File: src/rtl/core/vpl_pkg.sv
// ----------------------------------------------------------------------------
// vpl_pkg: shared types and constants of the velocity PI loop
// Register indexes, fixed field widths, reset values and the command word
// that the controller hands to the datapath.
// ----------------------------------------------------------------------------
package vpl_pkg;

    // Q16 fixed point
    localparam int FRAC_BITS = 16;
    localparam int Q16_ONE   = 65536;

    // Fixed field widths
    localparam int GAIN_W     = 24;
    localparam int WEIGHT_W   = 17;
    localparam int LIMIT_W    = 15;
    localparam int SUM_W      = 16;
    localparam int DRIVE_W    = 16;
    localparam int CFG_IDX_W  = 8;
    localparam int CFG_DATA_W = 24;
    localparam int MUL_A_W    = 25;

    // Register indexes
    localparam logic [CFG_IDX_W-1:0] CFG_PROP_GAIN = 8'd0;
    localparam logic [CFG_IDX_W-1:0] CFG_INT_GAIN  = 8'd1;
    localparam logic [CFG_IDX_W-1:0] CFG_WEIGHT    = 8'd2;
    localparam logic [CFG_IDX_W-1:0] CFG_LIMIT     = 8'd3;

    // Register reset values
    localparam logic signed [GAIN_W-1:0] RST_PROP_GAIN = -24'sd39322;
    localparam logic signed [GAIN_W-1:0] RST_INT_GAIN  = -24'sd197;
    localparam logic [WEIGHT_W-1:0]      RST_WEIGHT    = 17'd45875;
    localparam logic [LIMIT_W-1:0]       RST_LIMIT     = 15'd15000;

    // Operand pair presented to the shared multiplier
    typedef enum logic [1:0] {
        MSEL_ERR_NW,  // (1 - w) * error
        MSEL_FE_W,    // w * previous filtered error
        MSEL_FE_KP,   // Kp * filtered error
        MSEL_IS_KI    // Ki * integral
    } t_mul_sel;

    typedef struct packed {
        logic     load_err;
        t_mul_sel mul_sel;
        logic     acc_load;
        logic     acc_add;
        logic     upd_filt;
        logic     upd_sum;
        logic     out_load;
    } t_dp_cmd;

    typedef struct packed {
        logic                  en;
        logic [CFG_IDX_W-1:0]  index;
        logic [CFG_DATA_W-1:0] data;
    } t_cfg_wr;

endpackage

File: src/rtl/core/vpl_if.sv
// ----------------------------------------------------------------------------
// vpl_if: handshake channels of the velocity PI loop
// Input sample channel, drive value channel and register write channel.
// ----------------------------------------------------------------------------
interface vpl_in_if #(parameter int COUNT_BITS = 16);
    logic                         valid;
    logic                         ready;
    logic signed [COUNT_BITS-1:0] speed_setpoint;
    logic signed [COUNT_BITS-1:0] left_count;
    logic signed [COUNT_BITS-1:0] right_count;

    modport source (output valid, speed_setpoint, left_count, right_count, input ready);
    modport sink   (input valid, speed_setpoint, left_count, right_count, output ready);
endinterface

interface vpl_out_if;
    logic                                 valid;
    logic                                 ready;
    logic signed [vpl_pkg::DRIVE_W-1:0]   drive_value;

    modport source (output valid, drive_value, input ready);
    modport sink   (input valid, drive_value, output ready);
endinterface

interface vpl_cfg_if;
    logic                              valid;
    logic                              ready;
    logic [vpl_pkg::CFG_IDX_W-1:0]     index;
    logic [vpl_pkg::CFG_DATA_W-1:0]    data;

    modport source (output valid, index, data, input ready);
    modport sink   (input valid, index, data, output ready);
endinterface

File: src/rtl/core/vpl_ctrl.sv
// ----------------------------------------------------------------------------
// vpl_ctrl: sequencer of the velocity PI loop
// Steps one sample through the shared multiplier and owns the output valid.
// ----------------------------------------------------------------------------
module vpl_ctrl (
    input  logic             i_clk,
    input  logic             i_rst_n,
    input  logic             i_in_valid,
    output logic             o_in_ready,
    output logic             o_out_valid,
    input  logic             i_out_ready,
    output vpl_pkg::t_dp_cmd o_cmd
);

    typedef enum logic [3:0] {
        S_IDLE,
        S_MUL_E,
        S_MUL_F,
        S_ACC_F,
        S_FILT,
        S_SUM,
        S_MUL_I,
        S_ACC_D,
        S_OUT
    } t_state;

    t_state r_state, n_state;
    logic   r_out_valid, n_out_valid;
    logic   out_free;

    assign out_free    = !r_out_valid || i_out_ready;
    assign o_in_ready  = (r_state == S_IDLE);
    assign o_out_valid = r_out_valid;

    always_comb begin
        n_state     = r_state;
        n_out_valid = r_out_valid && !i_out_ready;
        o_cmd          = '0;
        o_cmd.mul_sel  = vpl_pkg::MSEL_ERR_NW;
        unique case (r_state)
            S_IDLE: begin
                if (i_in_valid) begin
                    o_cmd.load_err = 1'b1;
                    n_state        = S_MUL_E;
                end
            end
            S_MUL_E: begin
                o_cmd.mul_sel = vpl_pkg::MSEL_ERR_NW;
                n_state       = S_MUL_F;
            end
            S_MUL_F: begin
                o_cmd.mul_sel  = vpl_pkg::MSEL_FE_W;
                o_cmd.acc_load = 1'b1;
                n_state        = S_ACC_F;
            end
            S_ACC_F: begin
                o_cmd.acc_add = 1'b1;
                n_state       = S_FILT;
            end
            S_FILT: begin
                o_cmd.upd_filt = 1'b1;
                n_state        = S_SUM;
            end
            S_SUM: begin
                o_cmd.upd_sum = 1'b1;
                o_cmd.mul_sel = vpl_pkg::MSEL_FE_KP;
                n_state       = S_MUL_I;
            end
            S_MUL_I: begin
                o_cmd.mul_sel  = vpl_pkg::MSEL_IS_KI;
                o_cmd.acc_load = 1'b1;
                n_state        = S_ACC_D;
            end
            S_ACC_D: begin
                o_cmd.acc_add = 1'b1;
                n_state       = S_OUT;
            end
            S_OUT: begin
                if (out_free) begin
                    o_cmd.out_load = 1'b1;
                    n_out_valid    = 1'b1;
                    n_state        = S_IDLE;
                end
            end
            default: begin
                n_state = S_IDLE;
            end
        endcase
    end

    always_ff @(posedge i_clk) begin
        if (!i_rst_n) begin
            r_state     <= S_IDLE;
            r_out_valid <= 1'b0;
        end else begin
            r_state     <= n_state;
            r_out_valid <= n_out_valid;
        end
    end

endmodule

File: src/rtl/core/vpl_dpath.sv
// ----------------------------------------------------------------------------
// vpl_dpath: datapath of the velocity PI loop
// Registers, loop state, one shared multiplier and its accumulator.
// ----------------------------------------------------------------------------
module vpl_dpath #(
    parameter int COUNT_BITS = 16
) (
    input  logic                                i_clk,
    input  logic                                i_rst_n,
    input  vpl_pkg::t_dp_cmd                    i_cmd,
    input  vpl_pkg::t_cfg_wr                    i_cfg,
    input  logic signed [COUNT_BITS-1:0]        i_speed_setpoint,
    input  logic signed [COUNT_BITS-1:0]        i_left_count,
    input  logic signed [COUNT_BITS-1:0]        i_right_count,
    output logic signed [vpl_pkg::DRIVE_W-1:0]  o_drive_value
);

    localparam int FE_W  = COUNT_BITS + 2;
    localparam int E3_W  = COUNT_BITS + 3;
    localparam int BW    = (FE_W > vpl_pkg::SUM_W) ? FE_W : vpl_pkg::SUM_W;
    localparam int SW    = BW + 1;
    localparam int PW    = vpl_pkg::MUL_A_W + BW;
    localparam int AW    = PW + 1;
    localparam int QW    = AW - vpl_pkg::FRAC_BITS;

    // Configuration registers
    logic signed [vpl_pkg::GAIN_W-1:0] r_kp, r_ki;
    logic [vpl_pkg::WEIGHT_W-1:0]      r_fw;
    logic [vpl_pkg::LIMIT_W-1:0]       r_il;

    // Loop state and working registers
    logic signed [FE_W-1:0]            r_fe;
    logic signed [vpl_pkg::SUM_W-1:0]  r_is;
    logic signed [FE_W-1:0]            r_err;
    logic signed [PW-1:0]              r_prod;
    logic signed [AW-1:0]              r_acc;
    logic signed [vpl_pkg::DRIVE_W-1:0] r_drive;

    logic signed [E3_W-1:0]            e3;
    logic signed [E3_W-1:0]            e3_b;
    logic [vpl_pkg::WEIGHT_W-1:0]      w_eff, w_inv;
    logic signed [vpl_pkg::MUL_A_W-1:0] op_a;
    logic signed [BW-1:0]              op_b;
    logic signed [AW-1:0]              acc_b;
    logic signed [QW-1:0]              quot;
    logic signed [SW-1:0]              s_raw, s_lim, s_clamp;
    logic signed [vpl_pkg::DRIVE_W-1:0] drive_sat;

    // Mean of the counts minus the target, rounded toward zero.
    always_comb begin
        e3   = E3_W'(i_left_count) + E3_W'(i_right_count) - (E3_W'(i_speed_setpoint) <<< 1);
        e3_b = e3 + E3_W'($signed({1'b0, e3[E3_W-1]}));
    end

    // Weights above one hold the filter.
    always_comb begin
        w_eff = (r_fw > vpl_pkg::WEIGHT_W'(vpl_pkg::Q16_ONE)) ?
                vpl_pkg::WEIGHT_W'(vpl_pkg::Q16_ONE) : r_fw;
        w_inv = vpl_pkg::WEIGHT_W'(vpl_pkg::Q16_ONE) - w_eff;
    end

    always_comb begin
        unique case (i_cmd.mul_sel)
            vpl_pkg::MSEL_ERR_NW: begin
                op_a = $signed({8'd0, w_inv});
                op_b = BW'(r_err);
            end
            vpl_pkg::MSEL_FE_W: begin
                op_a = $signed({8'd0, w_eff});
                op_b = BW'(r_fe);
            end
            vpl_pkg::MSEL_FE_KP: begin
                op_a = vpl_pkg::MUL_A_W'(r_kp);
                op_b = BW'(r_fe);
            end
            vpl_pkg::MSEL_IS_KI: begin
                op_a = vpl_pkg::MUL_A_W'(r_ki);
                op_b = BW'(r_is);
            end
            default: begin
                op_a = '0;
                op_b = '0;
            end
        endcase
    end

    // Accumulator divided by 2^16, rounded toward zero.
    always_comb begin
        acc_b = r_acc[AW-1] ? (r_acc + AW'(vpl_pkg::Q16_ONE - 1)) : r_acc;
        quot  = acc_b[AW-1:vpl_pkg::FRAC_BITS];
    end

    always_comb begin
        s_raw = SW'(r_is) + SW'(r_fe);
        s_lim = SW'($signed({1'b0, r_il}));
        if (s_raw > s_lim) begin
            s_clamp = s_lim;
        end else if (s_raw < -s_lim) begin
            s_clamp = -s_lim;
        end else begin
            s_clamp = s_raw;
        end
    end

    always_comb begin
        if (quot > QW'(32767)) begin
            drive_sat = 16'sh7FFF;
        end else if (quot < QW'(-32768)) begin
            drive_sat = 16'sh8000;
        end else begin
            drive_sat = quot[vpl_pkg::DRIVE_W-1:0];
        end
    end

    always_ff @(posedge i_clk) begin
        if (!i_rst_n) begin
            r_kp <= vpl_pkg::RST_PROP_GAIN;
            r_ki <= vpl_pkg::RST_INT_GAIN;
            r_fw <= vpl_pkg::RST_WEIGHT;
            r_il <= vpl_pkg::RST_LIMIT;
            r_fe <= '0;
            r_is <= '0;
        end else begin
            if (i_cfg.en) begin
                unique case (i_cfg.index)
                    vpl_pkg::CFG_PROP_GAIN: r_kp <= i_cfg.data;
                    vpl_pkg::CFG_INT_GAIN:  r_ki <= i_cfg.data;
                    vpl_pkg::CFG_WEIGHT:    r_fw <= i_cfg.data[vpl_pkg::WEIGHT_W-1:0];
                    vpl_pkg::CFG_LIMIT:     r_il <= i_cfg.data[vpl_pkg::LIMIT_W-1:0];
                    default: begin
                    end
                endcase
            end
            if (i_cmd.upd_filt) begin
                r_fe <= quot[FE_W-1:0];
            end
            if (i_cmd.upd_sum) begin
                r_is <= s_clamp[vpl_pkg::SUM_W-1:0];
            end
        end
    end

    always_ff @(posedge i_clk) begin
        r_prod <= op_a * op_b;
        if (i_cmd.load_err) begin
            r_err <= e3_b[E3_W-1:1];
        end
        if (i_cmd.acc_load) begin
            r_acc <= AW'(r_prod);
        end else if (i_cmd.acc_add) begin
            r_acc <= r_acc + AW'(r_prod);
        end
        if (i_cmd.out_load) begin
            r_drive <= drive_sat;
        end
    end

    assign o_drive_value = r_drive;

endmodule

File: src/rtl/core/velocity_pi_with_lowpass.sv
// ----------------------------------------------------------------------------
// velocity_pi_with_lowpass: velocity loop of a balancing robot
// PI controller on the mean wheel speed error, with a first-order low-pass
// filter in front of it and a symmetric clamp on the integral.
// ----------------------------------------------------------------------------
// Each accepted word carries a target speed and the two wheel encoder
// counts of one control period, and yields exactly one drive word. The
// error is the mean of the counts minus the target, smoothed by
// (1 - w) * error + w * previous, integrated and clamped to plus or minus
// the integral limit; the drive is Kp * filtered + Ki * integral in Q16,
// every step rounded toward zero and the result saturated to 16 bits. The
// four products of each sample pass one at a time through a single shared
// multiplier and its accumulator, so a new sample is accepted only once
// the previous one has left its last step. The next sample may be accepted
// while the previous drive word still waits to be taken; it then waits in
// its last step until the output register is free. Register writes are
// always accepted and should be made only while the block is idle; a
// weight above one is treated as one.
// ----------------------------------------------------------------------------
module velocity_pi_with_lowpass #(
    parameter int COUNT_BITS = 16
) (
    input  logic        i_clk,
    input  logic        i_rst_n,
    vpl_in_if.sink      i_in,
    vpl_out_if.source   o_out,
    vpl_cfg_if.sink     i_cfg
);

    vpl_pkg::t_dp_cmd cmd;
    vpl_pkg::t_cfg_wr cfg_wr;

    // The register port never stalls.
    assign i_cfg.ready = 1'b1;

    always_comb begin
        cfg_wr.en    = i_cfg.valid;
        cfg_wr.index = i_cfg.index;
        cfg_wr.data  = i_cfg.data;
    end

    // The controller steps the sample through the datapath and owns both
    // handshakes; the datapath holds the registers and the loop state.
    vpl_ctrl u_ctrl (
        .i_clk       (i_clk),
        .i_rst_n     (i_rst_n),
        .i_in_valid  (i_in.valid),
        .o_in_ready  (i_in.ready),
        .o_out_valid (o_out.valid),
        .i_out_ready (o_out.ready),
        .o_cmd       (cmd)
    );

    vpl_dpath #(
        .COUNT_BITS (COUNT_BITS)
    ) u_dpath (
        .i_clk            (i_clk),
        .i_rst_n          (i_rst_n),
        .i_cmd            (cmd),
        .i_cfg            (cfg_wr),
        .i_speed_setpoint (i_in.speed_setpoint),
        .i_left_count     (i_in.left_count),
        .i_right_count    (i_in.right_count),
        .o_drive_value    (o_out.drive_value)
    );

endmodule

File: src/flat_wrapper.sv
// flat-port wrapper written by rule: the top's interface ports become plain ports
module velocity_pi_with_lowpass_flat 
#(
    parameter int COUNT_BITS = 16
)
  (i_clk, i_rst_n, i_in_valid, i_in_speed_setpoint, i_in_left_count, i_in_right_count, i_in_ready, o_out_valid, o_out_drive_value, o_out_ready, i_cfg_valid, i_cfg_index, i_cfg_data, i_cfg_ready);
  vpl_in_if #(.COUNT_BITS(COUNT_BITS)) i_in_i ();
  vpl_out_if o_out_i ();
  vpl_cfg_if i_cfg_i ();
  input  logic i_clk;
  input  logic i_rst_n;
  input wire logic [$bits(i_in_i.valid)-1:0] i_in_valid;
  input wire logic [$bits(i_in_i.speed_setpoint)-1:0] i_in_speed_setpoint;
  input wire logic [$bits(i_in_i.left_count)-1:0] i_in_left_count;
  input wire logic [$bits(i_in_i.right_count)-1:0] i_in_right_count;
  output wire logic [$bits(i_in_i.ready)-1:0] i_in_ready;
  output wire logic [$bits(o_out_i.valid)-1:0] o_out_valid;
  output wire logic [$bits(o_out_i.drive_value)-1:0] o_out_drive_value;
  input wire logic [$bits(o_out_i.ready)-1:0] o_out_ready;
  input wire logic [$bits(i_cfg_i.valid)-1:0] i_cfg_valid;
  input wire logic [$bits(i_cfg_i.index)-1:0] i_cfg_index;
  input wire logic [$bits(i_cfg_i.data)-1:0] i_cfg_data;
  output wire logic [$bits(i_cfg_i.ready)-1:0] i_cfg_ready;
  assign i_in_i.valid = i_in_valid;
  assign i_in_i.speed_setpoint = i_in_speed_setpoint;
  assign i_in_i.left_count = i_in_left_count;
  assign i_in_i.right_count = i_in_right_count;
  assign i_in_ready = i_in_i.ready;
  assign o_out_valid = o_out_i.valid;
  assign o_out_drive_value = o_out_i.drive_value;
  assign o_out_i.ready = o_out_ready;
  assign i_cfg_i.valid = i_cfg_valid;
  assign i_cfg_i.index = i_cfg_index;
  assign i_cfg_i.data = i_cfg_data;
  assign i_cfg_ready = i_cfg_i.ready;
  velocity_pi_with_lowpass #(.COUNT_BITS(COUNT_BITS)) u_core (.i_clk(i_clk), .i_rst_n(i_rst_n), .i_in(i_in_i), .o_out(o_out_i), .i_cfg(i_cfg_i));
endmodule
File: config.mk
export PLATFORM = sky130hd
export DESIGN_NAME = velocity_pi_with_lowpass_flat
export DESIGN_NICKNAME = d
export VERILOG_FILES = /design/src/rtl/core/vpl_pkg.sv /design/src/rtl/core/vpl_if.sv /design/src/rtl/core/vpl_ctrl.sv /design/src/rtl/core/vpl_dpath.sv /design/src/rtl/core/velocity_pi_with_lowpass.sv /design/src/flat_wrapper.sv
export SDC_FILE = /design/constraint.sdc
export NUM_CORES = 2
export LEC_CHECK = 0
export BUFFER_PORTS_ARGS = -buffer_cell sky130_fd_sc_hd__buf_2
export CORE_UTILIZATION = 30
export CTS_CLUSTER_SIZE = 8
export DETAILED_ROUTE_END_ITERATION = 10
export HOLD_SLACK_MARGIN = 0.1
export PLACE_DENSITY = 0.57
export SKIP_LAST_GASP = 1
export SLEW_MARGIN = 30
export SYNTH_ARGS = -nofsm -noshare
export SYNTH_HDL_FRONTEND = slang
export SYNTH_HIERARCHICAL = 1
export SYNTH_SLANG_ARGS = --single-unit
File: constraint.sdc
create_clock -name i_clk -period 9.2 [get_ports i_clk]
set_input_delay 0.92 -clock i_clk [delete_from_list [all_inputs] [get_ports i_clk]]
set_output_delay 0.92 -clock i_clk [all_outputs]
set_load 0.01 [all_outputs]
# ---- Word level (Yosys, flattened, before mapping)
# Index checks and enable logic that the tools add are counted.
# Widths: inputs -> output; s select.
dict set report word_totals {
  ramBits 0
  latchBits 0
  word_cells 81
  out_inout_bits 19
  ff_bits 240
  rom_bits 0
  inputBits 85
  n_memories 0
}
dict set report op_classes {
  bitwise 0
  n_lt_le_gt_ge 5
  div 0
  reduce_logical 16
  add_sub_neg 8
  muxes 23
  n_mul 1
  eq_ne 16
  shift 0
}
# op n
set ops {}
lappend ops {{$mux 44} 3}
lappend ops {{$pmux 25 s4} 1}
lappend ops {{$pmux 18 s3} 1}
lappend ops {{$mux 16} 3}
lappend ops {{$add 44x17->44 const B} 1}
lappend ops {{$add 44x43->44} 1}
lappend ops {{$mul 25x18->43} 1}
lappend ops {{$pmux 4 s9} 1}
lappend ops {{$gt 28x16->1 const B} 1}
lappend ops {{$lt 28x16->1 const B} 1}
lappend ops {{$add 16x18->19} 1}
lappend ops {{$add 19x2->19} 1}
lappend ops {{$gt 19x16->1} 1}
lappend ops {{$lt 19x19->1} 1}
lappend ops {{$neg 15->19} 1}
lappend ops {{$sub 17x17->18} 1}
lappend ops {{$add 16x16->17} 1}
lappend ops {{$gt 17x17->1 const B} 1}
lappend ops {{$mux 17} 1}
lappend ops {{$sub 17x17->17 const A} 1}
lappend ops {{$eq 4x3->1 const B} 4}
lappend ops {{$eq 8x2->1 const B} 2}
lappend ops {{$mux 1} 10}
lappend ops {{$reduce_and 2->1} 5}
lappend ops {{17 further kinds} 24}

# ---- Logic depth before layout (Yosys ltp)
dict set report logic_depth {
  word_depth 6
  depth_mapped 37
  ltp_nobuf 36
}

# ---- By module
# Netlist, hierarchy kept.
# module instances seq_area_each_um2 area_each_um2 cells_per_inst
set by_module_without_submodules {}
lappend by_module_without_submodules {vpl_dpath 1 5485.3 31043.5 3627}
lappend by_module_without_submodules {vpl_ctrl 1 100.1 327.8 30}
lappend by_module_without_submodules {velocity_pi_with_lowpass 1 0.0 11.3 2}

# ---- Worst setup path before layout
# OpenSTA, ideal clock, no wires.
dict set report synth_path {
  kind {reg2reg}
  startpoint {register u_core/u_dpath/r_fw[2] (netlist bit)}
  endpoint {register u_core.u_dpath.r_prod[41]}
  n_path_buf 0
  stages_incl_launch_ff 34
  setup_slack_ps 141
  arrival_time_ps 8987
  cell_sequence {dfxtp_1 > or3_1 > nor3_2 > nor4b_4 > nand2_1 > o21ai_2 > nand2_1 > ha_1 > o21a_1 > o21ai_0 > o21ai_0 > a21boi_0 > a311oi_1 > nand2_1 > fa_1 > inv_1 > fa_1 > fa_1 > fa_1 > fa_1 > inv_1 > fa_1 > inv_1 > ha_1 > a221oi_2 > o21ai_1 > a221o_1 > a311o_1 > a21o_1 > a311o_1 > a31oi_4 > o21bai_1 > a21oi_2 > xnor2_1}
}
dict set report synth_between {
  elab_chain_len 5
}
# element line_no
set synth_lines {}
lappend synth_lines {{start: declaration} vpl_dpath.sv:28} ;# logic [vpl_pkg::WEIGHT_W-1:0] r_fw;
lappend synth_lines {{start signal: assignment} vpl_dpath.sv:119} ;# r_fw <= vpl_pkg::RST_WEIGHT;
lappend synth_lines {{start signal: assignment} vpl_dpath.sv:128} ;# vpl_pkg::CFG_WEIGHT: r_fw <= i_cfg.data[vpl_pkg::WEIGHT_W-1:0];
lappend synth_lines {{$gt 17x17->1} vpl_dpath.sv:57} ;# w_eff = (r_fw > vpl_pkg::WEIGHT_W'(vpl_pkg::Q16_ONE)) ?
lappend synth_lines {{$mux 17 *} vpl_dpath.sv:57}
lappend synth_lines {{$sub 17x17->17} vpl_dpath.sv:59} ;# w_inv = vpl_pkg::WEIGHT_W'(vpl_pkg::Q16_ONE) - w_eff;
lappend synth_lines {{$pmux 25 s4 *} vpl_dpath.sv:63} ;# unique case (i_cmd.mul_sel)
lappend synth_lines {{$mul 25x18->43 *} vpl_dpath.sv:144} ;# r_prod <= op_a * op_b;
lappend synth_lines {{end signal: assignment} vpl_dpath.sv:144}
lappend synth_lines {{end: declaration} vpl_dpath.sv:35} ;# logic signed [PW-1:0] r_prod;
# Every way passes the cells marked *; elsewhere a longest branch is shown, timed or not.
# A chain may end at the register's enable or synchronous reset.

# ---- Worst setup path after layout
# Same ends and word-level chain as after synthesis.

==> summary.txt <==
Synth
  – Synthesized cell area: 31400 um^2
  – Cell taking the most area after synthesis: fa_1
  – Post-synth EDFFs: 78
  – Mean post-synth cell area: 8.58 um^2
  – Ys flop type: dfxtp_1
  – Top post-synthesis cells by area: fa_1 (29%), dfxtp_1 (10%), ha_1 (8.9%)
  – Sequential cell area fraction in the yosys report: 0.178
  – Yosys warnings: 6
  – Synth Instances: 3659
  – Synth cell types: 90
  – FF+latch count, synth: 240
  – Top-area cell type share of the netlist area: 0.286
  – Syn nets: around 4400
  – FFs w/ async S/R, synth: 0

Global routing
  – Vias in the first global route: 25800
  – First-pass GRT wire length: ~150000 um
  – Pin count of the biggest net entering global routing: roughly 100
  – Total GRT Usage: 0.185
  – Initial antenna violation count: 0
  – GRT overflow: 0

Die
  – Die Y: between 300 and 400 um
  – Starting density of the core: 0.303
  – Placement Rows: roughly 120
  – Die Wd: between 300 and 400 um
  – CORE AREA: about 100000 um^2
  – # IOs: about 100
  – Full die area: 106000 um^2

Placed design
  – Placement Setup Slack: slightly above 0.09 ns
  – Port Buffers: a little over 100
  – Dpl cells: around 5100
  – Post-DP Area: 34200 um^2
  – GPL Wtd Cong: approximately 0.95
  – HPWL after DPL: a little over 80000 um

Hold path
  – Worst hold stages: 2
  – Tightest Hold Check Type: reg -> reg

Timing
  – Fmax: roughly 110 MHz
  – Setup WS post-layout: 0.460 ns
  – # setup viols final: 0
  – Tightest Pin Transition: ~1.1 ns
  – Skew final: 0.0490 ns
  – Max-slew headroom: 0.277
  – Fin crit share: 0.950
  – Hold Vio Cnt, Final: 0
  – Pins Over Slew Limit: 0
  – Setup TNS: 0 ns
  – Final min period: 8.74 ns

Clock network
  – CTS tree: built
  – TritonCTS Buffers: 36
  – Clock Sinks: 240
  – Worst-path clk slew: approximately 0.050 ns
  – Clock insertion delay at the later pin of the skew report: ~0.57 ns
  – H-Tree Level Count: 2
  – CTS root buf: clkbuf_16
  – CTS max path bufs: 3

Layout
  – Most frequent cells in the layout: inv_1 (611), nand2_1 (545), fa_1 (448), nor2_1 (303), ha_1 (222)
  – Layout cells sized above 1: 0.0974
  – Commonest non-fill, non-tap cell in the layout: inv_1
  – Nets@finish: around 4600
  – Synth-to-Final Area Change: 12.7%
  – Post-route insts no fill: between 5000 and 6000
  – Finished Cell Area: between 30000 and 40000 um^2

Critical path
  – R2R depth: 34
  – Most used cell, CP: fa_1
  – WS Path Type: reg -> reg
  – CP arrival: between 9 and 10 ns
  – Critical path endpoint category: flip-flop
  – Worst-path fanout max: 6
  – Crit-path max cell delay: ~0.6 ns
  – Worst setup SP type: flip-flop
  – CP max-delay cell: fa_1
  – Required time of the critical path: between 9 and 10 ns

Routing
  – Routed Antenna Nets: 0
  – Number of remaining DRC errors: 0
  – Vias per inst: roughly 5
  – Drt pass-1 iters: 7
  – Initial DRC Count: about 2100
  – Total wire length: just under 100000 um
  – Via count: 25600
  – Drt wl/cell: approximately 19 um

Flow run
  – Max Cap Viol: 0

Outcome
  – Status: finished, final reports clean
-- worst max-delay path: cells and delay by family (launching register included) --
kind            cells  cell delay [ns]
compound gates     15             3.03
xor+xnor            1             0.13
fa+ha+maj           8             3.66
buf+inv             4             0.36
flops               1             0.30
simple gates        6             1.16
-- registers in the layout, indices dropped and copies added (netlist names), 17 cells and up --
name and count:
u_core/u_dpath/r_prod 43, u_core/u_dpath/r_acc 44, u_core/u_dpath/r_fe 18, u_core/u_dpath/r_ki 24
u_core/u_dpath/r_fw 17, u_core/u_dpath/r_err 18, u_core/u_dpath/r_kp 24
-- cell usage after synthesis, drive strengths merged, types with 28 or more instances --
cell type	n
inv	611
nand2	546
fa	448
nor2	306
ha	224
dfxtp	162
o21ai	135
a21oi	127
clkbuf	117
nand3	108
xnor2	98
edfxtp	78
nor3	57
xor2	57
a21o	56
a21boi	33
and2	30
o211ai	28
-- per-stage QoR --
stage,utilization,hold WS [ns]
floorplan,-,0.440
global placement,0.330,0.451
detailed placement,0.330,0.454
CTS,0.340,0.467
global route,0.341,0.480
finish,0.341,0.465
-- cell type report --
| cell class | count | area [um^2] |
|---|---|---|
| Inverter | 613 | 2300 |
| Antenna cell | 1 | 2.50 |
| Timing Repair Buffer | 249 | 1670 |
| Sequential cell | 240 | 5590 |
| Fill cell | 11000 | 68300 |
| Clock buffer | 58 | 1040 |
| Tap cell | 1380 | 1730 |
| Multi-Input combinational cell | 2668 | 23000 |
| Clock inverter | 1 | 16.3 |
-- path summary, 6_finish.rpt --
kind | start | slack, ns | end
worst max-delay path | u_core/u_dpath/r_fw[2]$_SDFFE_PN0P_ | 0.46 | u_core/u_dpath/r_prod[41]$_DFF_P_
worst max register to register | u_core/u_dpath/r_fw[2]$_SDFFE_PN0P_ | 0.46 | u_core/u_dpath/r_prod[41]$_DFF_P_
worst min-delay path | u_core/u_dpath/r_ki[23]$_SDFFE_PN1P_ | 0.46 | u_core/u_dpath/r_ki[23]$_SDFFE_PN1P_
worst min register to register | u_core/u_dpath/r_ki[23]$_SDFFE_PN1P_ | 0.46 | u_core/u_dpath/r_ki[23]$_SDFFE_PN1P_
-- cell families after synthesis --
kind of cell,after synthesis,synth area share
xor+xnor,155,0.0433
flops,240,0.178
other cells,1,0.000119
mux,34,0.0115
compound gates,593,0.129
fa+ha+maj,672,0.375
buf+inv,751,0.0915
simple gates,1213,0.172
-- routing by layer --
metal | GRT usage | wire length, um | vias up
met5 | 0 | 0 | -
met4 | 0.0580 | 3310 | 0
met3 | 0.0322 | 6870 | 130
met2 | 0.292 | 43100 | 792
met1 | 0.258 | 44400 | 12500
li1 | - | - | 12100
-- what timing repair did --
item                                    in CTS  in global routing
setup buffers                                0                  8
hold buffers                                 0                  0
endpoints found under the setup margin       0                 12
resized for setup                            0                 19
Power is left out: the tool's default activity adds up to more than one toggle a clock period on the data nets, which glitch-free logic cannot reach.
